[config.mk]
export PLATFORM = sky130hd
export DESIGN_NAME = shortest_queue_dispatcher
export DESIGN_NICKNAME = d
export VERILOG_FILES = /design/src/design/sqd_pkg.sv /design/src/design/sqd_ram.sv /design/src/design/sqd_queue.sv /design/src/design/sqd_stats.sv /design/src/design/shortest_queue_dispatcher.sv
export SDC_FILE = /design/constraint.sdc
export NUM_CORES = 1
export LEC_CHECK = 0
export BUFFER_PORTS_ARGS = -buffer_cell sky130_fd_sc_hd__buf_2
export CAP_MARGIN = 20
export CORE_UTILIZATION = 60
export DETAILED_ROUTE_END_ITERATION = 8
export GPL_ROUTABILITY_DRIVEN = 1
export PLACE_DENSITY = 0.88
export SLEW_MARGIN = 40
export SYNTH_ARGS = -nofsm -noshare
export SYNTH_HDL_FRONTEND = slang
export SYNTH_HIERARCHICAL = 1
export SYNTH_SLANG_ARGS = --single-unit
[constraint.sdc]
create_clock -name clk -period 18.1 [get_ports clk]
set_clock_uncertainty 0.2 [all_clocks]
set_input_delay 2.715 -clock clk [delete_from_list [all_inputs] [get_ports clk]]
set_output_delay 2.715 -clock clk [all_outputs]
set_load 0.02 [all_outputs]
[src/design/sqd_pkg.sv]
package sqd_pkg;

  localparam int NUM_SERVERS = 3;
  localparam int QUEUE_DEPTH = 16;

  localparam int SVC_W  = 8;
  localparam int TOT_W  = 32;
  localparam int SRV_W  = $clog2(NUM_SERVERS);
  localparam int PTR_W  = $clog2(QUEUE_DEPTH);
  localparam int CNT_W  = $clog2(QUEUE_DEPTH + 1);
  localparam int DONE_W = $clog2(NUM_SERVERS + 1);
  localparam int SUM_W  = $clog2(NUM_SERVERS * QUEUE_DEPTH + 1);

  localparam logic [1:0] NO_ARRIVAL = 2'd3;

  typedef struct packed {
    logic             kind;
    logic [SVC_W-1:0] service_minutes;
  } in_item_t;

  typedef struct packed {
    logic [1:0]       assigned_server;
    logic             rejected;
    logic [1:0]       completed_now;
    logic [TOT_W-1:0] finished_total;
    logic [TOT_W-1:0] wait_total;
    logic [TOT_W-1:0] accepted_total;
    logic [5:0]       waiting_now;
  } out_item_t;

  typedef struct packed {
    logic             tick;
    logic             push;
    logic [SVC_W-1:0] svc;
  } queue_ctrl_t;

  typedef struct packed {
    logic [CNT_W-1:0] cnt;
    logic [CNT_W-1:0] load;
    logic [CNT_W-1:0] cnt_next;
    logic             fin;
  } queue_status_t;

  typedef struct packed {
    logic              tick;
    logic              accept;
    logic [DONE_W-1:0] done_n;
    logic [SUM_W-1:0]  wait_add;
  } stats_ctrl_t;

  typedef struct packed {
    logic [TOT_W-1:0] finished;
    logic [TOT_W-1:0] waited;
    logic [TOT_W-1:0] accepted;
  } totals_t;

  function automatic logic [PTR_W-1:0] ring_next(input logic [PTR_W-1:0] p);
    return (p == PTR_W'(QUEUE_DEPTH - 1)) ? '0 : p + PTR_W'(1);
  endfunction

  function automatic logic [TOT_W-1:0] sat_add(input logic [TOT_W-1:0] a,
                                               input logic [TOT_W-1:0] b);
    logic [TOT_W:0] s;
    s = {1'b0, a} + {1'b0, b};
    return s[TOT_W] ? '1 : s[TOT_W-1:0];
  endfunction

endpackage

[src/design/sqd_ram.sv]
module sqd_ram #(
  parameter int WIDTH = 8,
  parameter int DEPTH = 16
) (
  input  logic                     clk,
  input  logic                     we,
  input  logic [$clog2(DEPTH)-1:0] waddr,
  input  logic [WIDTH-1:0]         wdata,
  input  logic [$clog2(DEPTH)-1:0] raddr,
  output logic [WIDTH-1:0]         rdata
);

  logic [WIDTH-1:0] mem [DEPTH];

  always_ff @(posedge clk) begin
    if (we) begin
      mem[waddr] <= wdata;
    end
    rdata <= mem[raddr];
  end

endmodule

[src/design/sqd_queue.sv]
module sqd_queue (
  input  logic                  clk,
  input  logic                  rst,
  input  sqd_pkg::queue_ctrl_t   ctrl,
  output sqd_pkg::queue_status_t status
);
  import sqd_pkg::*;

  logic [CNT_W-1:0] cnt, cnt_next;
  logic [PTR_W-1:0] head, head_next;
  logic [PTR_W-1:0] tail, tail_next;
  logic [SVC_W-1:0] htime, htime_next;

  logic [CNT_W-1:0] load;
  logic [SVC_W-1:0] head_cur;
  logic [SVC_W-1:0] ram_q;
  logic [SVC_W-1:0] second;
  logic [SVC_W-1:0] byp_data;
  logic             byp_hit;
  logic [PTR_W-1:0] raddr;
  logic             active;
  logic             fin;

  assign load     = cnt + CNT_W'(ctrl.push);
  assign head_cur = (cnt != '0) ? htime : ctrl.svc;
  assign active   = (load != '0);
  assign fin      = active && (head_cur == '0);
  assign second   = byp_hit ? byp_data : ram_q;

  always_comb begin
    cnt_next   = cnt;
    head_next  = head;
    tail_next  = ctrl.push ? ring_next(tail) : tail;
    htime_next = htime;
    if (ctrl.tick) begin
      cnt_next = load - CNT_W'(fin);
      if (fin) begin
        head_next  = ring_next(head);
        htime_next = (cnt >= CNT_W'(2)) ? second : ctrl.svc;
      end else if (active) begin
        htime_next = head_cur - SVC_W'(1);
      end
    end
  end

  // prefetch the entry behind the next head
  assign raddr = ring_next(head_next);

  sqd_ram #(
    .WIDTH(SVC_W),
    .DEPTH(QUEUE_DEPTH)
  ) u_ram (
    .clk  (clk),
    .we   (ctrl.push),
    .waddr(tail),
    .wdata(ctrl.svc),
    .raddr(raddr),
    .rdata(ram_q)
  );

  always_ff @(posedge clk) begin
    if (rst) begin
      cnt     <= '0;
      head    <= '0;
      tail    <= '0;
      byp_hit <= 1'b0;
    end else begin
      cnt     <= cnt_next;
      head    <= head_next;
      tail    <= tail_next;
      byp_hit <= ctrl.push && (tail == raddr);
    end
    htime    <= htime_next;
    byp_data <= ctrl.svc;
  end

  assign status.cnt      = cnt;
  assign status.load     = load;
  assign status.cnt_next = cnt_next;
  assign status.fin      = ctrl.tick && fin;

endmodule

[src/design/sqd_stats.sv]
module sqd_stats (
  input  logic                clk,
  input  logic                rst,
  input  sqd_pkg::stats_ctrl_t ctrl,
  output sqd_pkg::totals_t     totals_next
);
  import sqd_pkg::*;

  totals_t totals;

  always_comb begin
    totals_next = totals;
    if (ctrl.tick) begin
      totals_next.finished = sat_add(totals.finished, TOT_W'(ctrl.done_n));
      totals_next.waited   = sat_add(totals.waited, TOT_W'(ctrl.wait_add));
      totals_next.accepted = sat_add(totals.accepted, TOT_W'(ctrl.accept));
    end
  end

  always_ff @(posedge clk) begin
    if (rst) begin
      totals <= '0;
    end else begin
      totals <= totals_next;
    end
  end

endmodule

[src/design/shortest_queue_dispatcher.sv]
// Join-shortest-queue dispatcher: each transfer in is one tick, optionally
// bringing a job that joins the least-loaded server queue (lowest index wins
// a tie, dropped and flagged when that queue is full); each tick then serves
// every queue head and one result transfer reports the choice and the
// running totals. One tick is taken every clock cycle while the output is
// not stalled by out_ready; an input transfer goes through the input register,
// then the result register. That rate is set by the single-pass update of all
// queues: each server keeps its head time in a register and prefetches the
// entry behind the head from its own job RAM, so a head may finish on every
// tick. Queues start empty after reset; no clearing pass is needed.
module shortest_queue_dispatcher (
  input  logic               clk,
  input  logic               rst,
  input  logic               in_valid,
  output logic               in_ready,
  input  sqd_pkg::in_item_t  in_data,
  output logic               out_valid,
  input  logic               out_ready,
  output sqd_pkg::out_item_t out_data
);
  import sqd_pkg::*;

  in_item_t      in_q;
  logic          in_valid_q;
  logic          advance;
  logic          arrive;
  logic          full;
  logic [SRV_W-1:0] best;
  logic [CNT_W-1:0] best_cnt;

  queue_ctrl_t   qctrl  [NUM_SERVERS];
  queue_status_t qstat  [NUM_SERVERS];
  stats_ctrl_t   sctrl;
  totals_t       totals_next;
  logic [SUM_W-1:0]  waiting;
  out_item_t     result;

  assign advance  = in_valid_q && (!out_valid || out_ready);
  assign in_ready = !in_valid_q || advance;
  assign arrive   = advance && in_q.kind;

  always_comb begin
    best     = '0;
    best_cnt = qstat[0].cnt;
    for (int i = 1; i < NUM_SERVERS; i++) begin
      if (qstat[i].cnt < best_cnt) begin
        best     = SRV_W'(i);
        best_cnt = qstat[i].cnt;
      end
    end
  end

  assign full = (best_cnt >= CNT_W'(QUEUE_DEPTH));

  for (genvar g = 0; g < NUM_SERVERS; g++) begin : g_queue
    assign qctrl[g].tick = advance;
    assign qctrl[g].push = arrive && !full && (best == SRV_W'(g));
    assign qctrl[g].svc  = in_q.service_minutes;

    sqd_queue u_queue (
      .clk   (clk),
      .rst   (rst),
      .ctrl  (qctrl[g]),
      .status(qstat[g])
    );
  end

  always_comb begin
    sctrl.tick     = advance;
    sctrl.accept   = arrive && !full;
    sctrl.done_n   = '0;
    sctrl.wait_add = '0;
    waiting        = '0;
    for (int i = 0; i < NUM_SERVERS; i++) begin
      sctrl.done_n = sctrl.done_n + DONE_W'(qstat[i].fin);
      if (qstat[i].load > CNT_W'(1)) begin
        sctrl.wait_add = sctrl.wait_add + SUM_W'(qstat[i].load - CNT_W'(1));
      end
      if (qstat[i].cnt_next > CNT_W'(1)) begin
        waiting = waiting + SUM_W'(qstat[i].cnt_next - CNT_W'(1));
      end
    end
  end

  sqd_stats u_stats (
    .clk        (clk),
    .rst        (rst),
    .ctrl       (sctrl),
    .totals_next(totals_next)
  );

  always_comb begin
    result.assigned_server = arrive ? 2'(best) : NO_ARRIVAL;
    result.rejected        = arrive && full;
    result.completed_now   = 2'(sctrl.done_n);
    result.finished_total  = totals_next.finished;
    result.wait_total      = totals_next.waited;
    result.accepted_total  = totals_next.accepted;
    result.waiting_now     = 6'(waiting);
  end

  always_ff @(posedge clk) begin
    if (rst) begin
      in_valid_q <= 1'b0;
      out_valid  <= 1'b0;
    end else begin
      if (in_ready) begin
        in_valid_q <= in_valid;
      end
      if (advance) begin
        out_valid <= 1'b1;
      end else if (out_ready) begin
        out_valid <= 1'b0;
      end
    end
    if (in_ready) begin
      in_q <= in_data;
    end
    if (advance) begin
      out_data <= result;
    end
  end

endmodule
==> results of run 1 <==
-- how the worst max path moves through the flow --
| stage | cells past startpoint | to | slack [ns] | from |
|---|---|---|---|---|
| global placement | 32 | out_data[55] | 6.67 | out_ready |
| detailed placement | 32 | out_data[69] | 6.55 | out_ready |
| CTS | 39 | out_data[69] | 7.15 | g_queue[0].u_queue/cnt[4] |
| global route | 40 | out_data[69] | 6.58 | g_queue[0].u_queue/cnt[4] |
| floorplan | 30 | out_data[46] | 8.03 | out_ready |
| finish | 40 | out_data[69] | 7.33 | g_queue[0].u_queue/cnt[4] |
-- synthesized netlist by cell type, types with 6 or more instances --
cell	number	area (um^2)
and4_1	19	166
nor2_1	150	563
o211ai_1	7	52.6
inv_1	100	375
or3_1	14	87.6
nor2b_1	29	181
o22a_1	8	70.1
o21ai_0	31	155
a311oi_1	7	61.3
xnor2_1	54	473
o31ai_1	6	45.0
a211oi_1	22	165
nor3b_1	10	75.1
nor4_4	6	128
fa_1	7	140
mux4_1	42	1100
nand4_1	25	156
edfxtp_1	524	15700
mux2_2	20	225
buf_2	23	115
mux2i_1	72	721
and2_1	20	125
a22oi_1	48	360
and3_1	28	175
a21o_1	13	97.6
mux4_2	54	1220
ha_1	82	1030
xor2_1	74	648
nand2b_1	18	113
nand3_1	62	310
nand3b_1	11	82.6
dfxtp_1	188	3760
nor4_1	14	87.6
nor3_1	48	240
a21oi_1	156	781
clkdlybuf4s25_2	9	90.1
nand2_1	185	694
buf_6	15	169
a31oi_1	16	100
clkbuf_1	44	165
-- final cells by class --
class | instances | area share
clock buffers | 98 | 0.0546
well taps | 688 | 0.0241
repair buffers | 146 | 0.0227
flip-flops and latches | 712 | 0.546
clock inverters | 31 | 0.00890
multi-input cells | 1460 | 0.333
inverters | 103 | 0.0108
-- worst max-delay path, delay by kind of cell (launching register included) --
kind	cells	cell delay (ns)
AO/OA/AOI/OAI	5	1.57
flip-flops	1	0.57
multiplexers	2	0.65
AND/OR/NAND/NOR	15	3.42
adder cells (fa/ha/maj)	10	2.87
XOR/XNOR	3	0.84
buffers and inverters	5	0.36
-- cells by family after synthesis --
family | count (synthesis) | synth area share
compound gates | 372 | 0.0771
xor+xnor | 133 | 0.0383
fa+ha+maj | 89 | 0.0362
buf+inv | 201 | 0.0302
flops | 712 | 0.606
mux | 193 | 0.104
simple gates | 673 | 0.108
-- stage by stage --
step                      instances  power [W]  area (um^2)  hold slack (ns)
after floorplan                2373    0.00202        32200            0.283
after global placement         3106    0.00208        33300            0.304
after detailed placement       3107    0.00210        33400            0.313
after CTS                      3236    0.00353        35700            0.339
after global routing           3238    0.00362        35700            0.383
final                          3238    0.00351        35700            0.348
-- power groups by stage --
stage | Sequential (W) | Combinational [W] | Clock [W]
after global placement | 0.00183 | 0.000250 | 0
final | 0.00179 | 0.000271 | 0.00144
after detailed placement | 0.00183 | 0.000267 | 0
after CTS | 0.00179 | 0.000270 | 0.00146
after global routing | 0.00180 | 0.000300 | 0.00152
after floorplan | 0.00185 | 0.000169 | 0
-- state kept, by name (all words and copies together) (netlist names), 3 cells and up --
register and count:
u_stats/totals 96, g_queue.u_queue/byp_hit 3, g_queue.u_queue/tail 12, g_queue.u_queue/htime 24
g_queue.u_queue/u_ram/mem 384, out_data 107, g_queue.u_queue/head 12, g_queue.u_queue/cnt 15
in_q 9, g_queue.u_queue/byp_data 24, g_queue.u_queue/u_ram/rdata 24
-- routing by layer --
metal	vias to the layer above	part of all wire
li1	9230	-
met1	10200	0.39
met2	1001	0.50
met3	162	0.080
met4	0	0.028
met5	-	0
==> out/metrics.yaml, run 1 <==
syn_nets: 2475
fmax_mhz: 92.9
use_met3: 0.0504
hp-start: "g_queue[0].u_queue/head[3]"
dieHeight_um: 234
layout_common_cells: "524 x edfxtp_1, 188 x dfxtp_1, 184 x nand2_1, 156 x a21oi_1, 148 x nor2_1"
power.density_nw_per_um2: 98.3
die-area_um2: 54600
grt_setup_unrepaired: "false"
reg2reg_setup_slack_ns: 7.33
cts_resized: 0
p_switching_w: 0.000783
min_to: "g_queue[0].u_queue/head[3]"
post-route-util: 0.677
cpMostUsedCell: "ha_1"
cts_tree: "built"
ant_nets: 0
grt.busiest_layer: "met2"
globalplace.congestion: 0.881
violations: "design-rule violations"
groute.layer.met2.usage: 0.449
synth-main-ff-cell: "edfxtp_1"
clk_latency_ns: 0.61
avgSynthCellArea_um2: 13.6
antenna_found_initial: 0
htree_levels: 3
power_frac_comb: 0.077
synthArstFlopShare: 0
die_w_um: 234
endpoint_kind: "register"
synth_cell_types: 92
layout.nets: 2596
drc_errors: 24
slew_violations: 0
wl_per_cell_um: 22.1
min_period_ns: 10.77
drive_gt1_frac: 0.155
swShare: 0.223
crit_required_ns: 18.23
drt-pass1-iter-count: 8
clk_pin_slew_worst_paths_ns: 0.06
worst-r2r-cell-count: 40
cts_sinks: 712
max_stage_delay_ns: 0.66
whs_path_depth: 2
start_util: 0.610
synth_seq_cells: 712
post-dp-hpwl_um: 44700
num-fill-cells: 3434
multi_input_comb_area_um2: 11900
r2r-start: "g_queue[0].u_queue/cnt[4]"
grt_pass1_wl_um: 111000
ir_drop_uv: 89.5
synth_warnings: 6
hp-class: "reg -> reg"
portBuffers: 121
core_area_um2: 52800
pre_cts_slack_ns: 6.55
num_vias: 20600
io_pins: 122
drv_cap: 0
routed_via_density: 6.36
min_period_over_period: 0.595
grt_max_degree: 80
synth_area_um2: 32200
p_clk_frac: 0.411
worstSetupPathType: "reg -> reg"
syn_inst: 2373
post_cts_buffers: 0
p_int_w: 0.00273
cts-root-buf: "clkbuf_16"
gr-total-overflow: 0
clockBufferDepth: 3
setup_viol: 0
cp.arrival_ns: 10.90
final_common_cell: "edfxtp_1"
area_delta_synth_final_pct: 10.9
p_seq_frac: 0.511
timing.setup.tns_ns: 0
cp-start-kind: "register"
status: "complete, but fails checks"
numCtsBuffers: 71
seq_area_um2: 19500
path_max_fanout: 30
drt_iter0_drc: 2047
p_leak_nw: 13.2
holdBufCountCts: 0
worst_path_max_delay_cell: "a221oi_2"
routed_wl_um: 71600
grt_use_met1: 0.340
yosysSeqAreaShare: 0.606
finalHoldViolations: 0
setup_ws_ns: 7.33
grt_usage: 0.265
antenna_cells: 0
rows: 84
synth_edf_count: 524
worst_slew_pin_slew_ns: 0.843
first_global_vias: 20500
reg2reg_to: "out_data[69]"
slew_headroom: 0.436
Note: power is estimated with default switching activity, not from simulation.
==> run 2, diff against run 1 <==
- CORE_UTILIZATION: 60 -> 56
- PLACE_DENSITY: 0.88 -> 0.86
- clock period: 18.1 -> 9.6 ns (I/O delays scaled with it)
==> out/metrics.yaml, run 2 (synthesis results as in run 1) <==
max_stage_delay_ns: 0.48  # was 0.66 ns
routed_wl_um: 71300  # was 71600 um
start_util: 0.569  # was 0.610
power.density_nw_per_um2: 188  # was 98.3 nW/um^2
portBuffers: 121  # unchanged
cpMostUsedCell: "ha_1"  # unchanged
min_period_over_period: 0.961  # was 0.595
p_leak_nw: 13.4  # was 13.2 nW
globalplace.congestion: 0.940  # was 0.881
stdcell_area_um2: 36300  # was 35700 um^2
crit_required_ns: 9.92  # was 18.23 ns
clk_latency_ns: 0.63  # was 0.61 ns
cts-root-buf: "clkbuf_16"  # unchanged
worst_slew_pin_slew_ns: 0.908  # was 0.843 ns
slew_headroom: 0.392  # was 0.436
cts_sinks: 712  # unchanged
fmax_mhz: 108  # was 92.9 MHz
setup_viol: 0  # unchanged
antenna_found_initial: 5  # was 0
num_vias: 20700  # was 20600
die_w_um: 242  # was 234 um
slew_violations: 0  # unchanged
wl_per_cell_um: 21.4  # was 22.1 um
clockBufferDepth: 3  # unchanged
cp.arrival_ns: 9.55  # was 10.90 ns
finalHoldViolations: 0  # unchanged
grt_max_degree: 89  # was 80
post-dp-hpwl_um: 44300  # was 44700 um
final_common_cell: "edfxtp_1"  # unchanged
hp-class: "reg -> reg"  # unchanged
drt_iter0_drc: 2018  # was 2047
holdBufCountCts: 0  # unchanged
io_pins: 122  # unchanged
htree_levels: 3  # unchanged
grt_pass1_wl_um: 111000  # about the same
top_regs: "g_queue.u_queue/u_ram/mem: 384 flops, out_data: 107 flops, u_stats/totals: 96 flops"  # unchanged
top_register: "g_queue.u_queue/u_ram/mem"  # unchanged
area_delta_synth_final_pct: 12.7  # was 10.9%
die-area_um2: 58400  # was 54600 um^2
clk_pin_slew_worst_paths_ns: 0.07  # was 0.06 ns
min_period_ns: 9.23  # was 10.77 ns
path_max_fanout: 7  # was 30
gr-total-overflow: 0  # unchanged
drc_errors: 0  # was 24
drive_gt1_frac: 0.175  # was 0.155
numCtsBuffers: 71  # unchanged
cts_tree: "built"  # unchanged
cp-start-kind: "register"  # unchanged
worst_path_max_delay_cell: "nor4_1"  # was a221oi_2
first_global_vias: 20700  # was 20500
drv_cap: 0  # unchanged
core_area_um2: 56600  # was 52800 um^2
status: "completed"  # was complete, but fails checks
holdWs_ns: 0.329  # was 0.348 ns
routed_via_density: 6.21  # was 6.36
num-fill-cells: 3833  # was 3434
ant_nets: 0  # unchanged
ir_drop_uv: 214  # was 89.5 uV
layout_common_cells: "524 x edfxtp_1, 188 x dfxtp_1, 184 x nand2_1, 155 x a21oi_1, 143 x nor2_1"  # was 524 x edfxtp_1, 188 x dfxtp_1, 184 x nand2_1, 156 x a21oi_1, 148 x nor2_1
grt_usage: 0.241  # was 0.265
rows: 87  # was 84
drt-pass1-iter-count: 5  # was 8
largest_reg_flops: 384  # unchanged
worstSetupPathType: "reg -> reg"  # unchanged
place_area_um2: 33600  # was 33400 um^2
endpoint_kind: "register"  # unchanged
layout.nets: 2622  # was 2596
dieHeight_um: 242  # was 234 um
-- run 2: layer usage --
metal	up-vias	track usage	share of wire
li1	9323	-	-
met1	10200	0.306	0.39
met2	956	0.401	0.49
met3	218	0.0488	0.077
met4	4	0.106	0.039
met5	-	0	0.00032
-- run 2: cell type report --
cell class / instances / area (um^2) / area share
Timing Repair Buffer: 172 / 1010 / 0.0279
Antenna cell: 1 / 2.50 / 0.0000690
Tap cell: 756 / 946 / 0.0261
Clock inverter: 32 / 428 / 0.0118
Inverter: 103 / 387 / 0.0107
Clock buffer: 100 / 2050 / 0.0566
Multi-Input combinational cell: 1460 / 12000 / 0.329
Sequential cell: 712 / 19500 / 0.538
-- run 2: power by group --
part           leakage, nW  total [W]  internal (W)  switching [W]
clock                 1.20    0.00290       0.00169        0.00121
sequential            6.26    0.00338       0.00336      0.0000280
combinational         5.99   0.000525      0.000200       0.000325
-- run 2: worst paths after layout --
kind / to / depth (start not counted) / startpoint / slack (ns)
worst max-delay path: u_stats/totals[58] / 41 / g_queue[0].u_queue/cnt[4] / 0.37
worst max register to register: u_stats/totals[58] / 41 / g_queue[0].u_queue/cnt[4] / 0.37
worst min-delay path: g_queue[2].u_queue/head[3] / 2 / g_queue[2].u_queue/head[3] / 0.33
worst min register to register: g_queue[2].u_queue/head[3] / 2 / g_queue[2].u_queue/head[3] / 0.33
-- run 2: worst max-delay path, delay by kind of cell (launching register included) --
| family | cells | cell delay, ns |
|---|---|---|
| flip-flops | 1 | 0.32 |
| buffers and inverters | 7 | 0.60 |
| AO/OA/AOI/OAI | 7 | 1.34 |
| adder cells (fa/ha/maj) | 11 | 3.26 |
| AND/OR/NAND/NOR | 12 | 2.33 |
| multiplexers | 2 | 0.64 |
| XOR/XNOR | 2 | 0.44 |
-- run 2: stage by stage --
stage | instances | setup TNS (ns) | util | worst slack (ns) | power [W]
5_1_grt | 3336 | -0.0429 | 0.641 | -0.0429 | 0.00702
3_5_place_dp | 3197 | -0.561 | 0.594 | -0.0700 | 0.00396
6_report | 3336 | 0 | 0.641 | 0.370 | 0.00680
4_1_cts | 3329 | 0 | 0.638 | 0.0130 | 0.00683
3_3_place_gp | 3197 | 0 | 0.593 | 0.408 | 0.00392
2_1_floorplan | 2373 | 0 | - | 0.264 | 0.00381
-- run 2: timing repair --
item | 4_1_cts | 5_1_grt
gates resized for setup | 2 | 22
setup endpoints to repair | 22 | 65
pin swaps | 0 | 3
setup buffers | 0 | 2
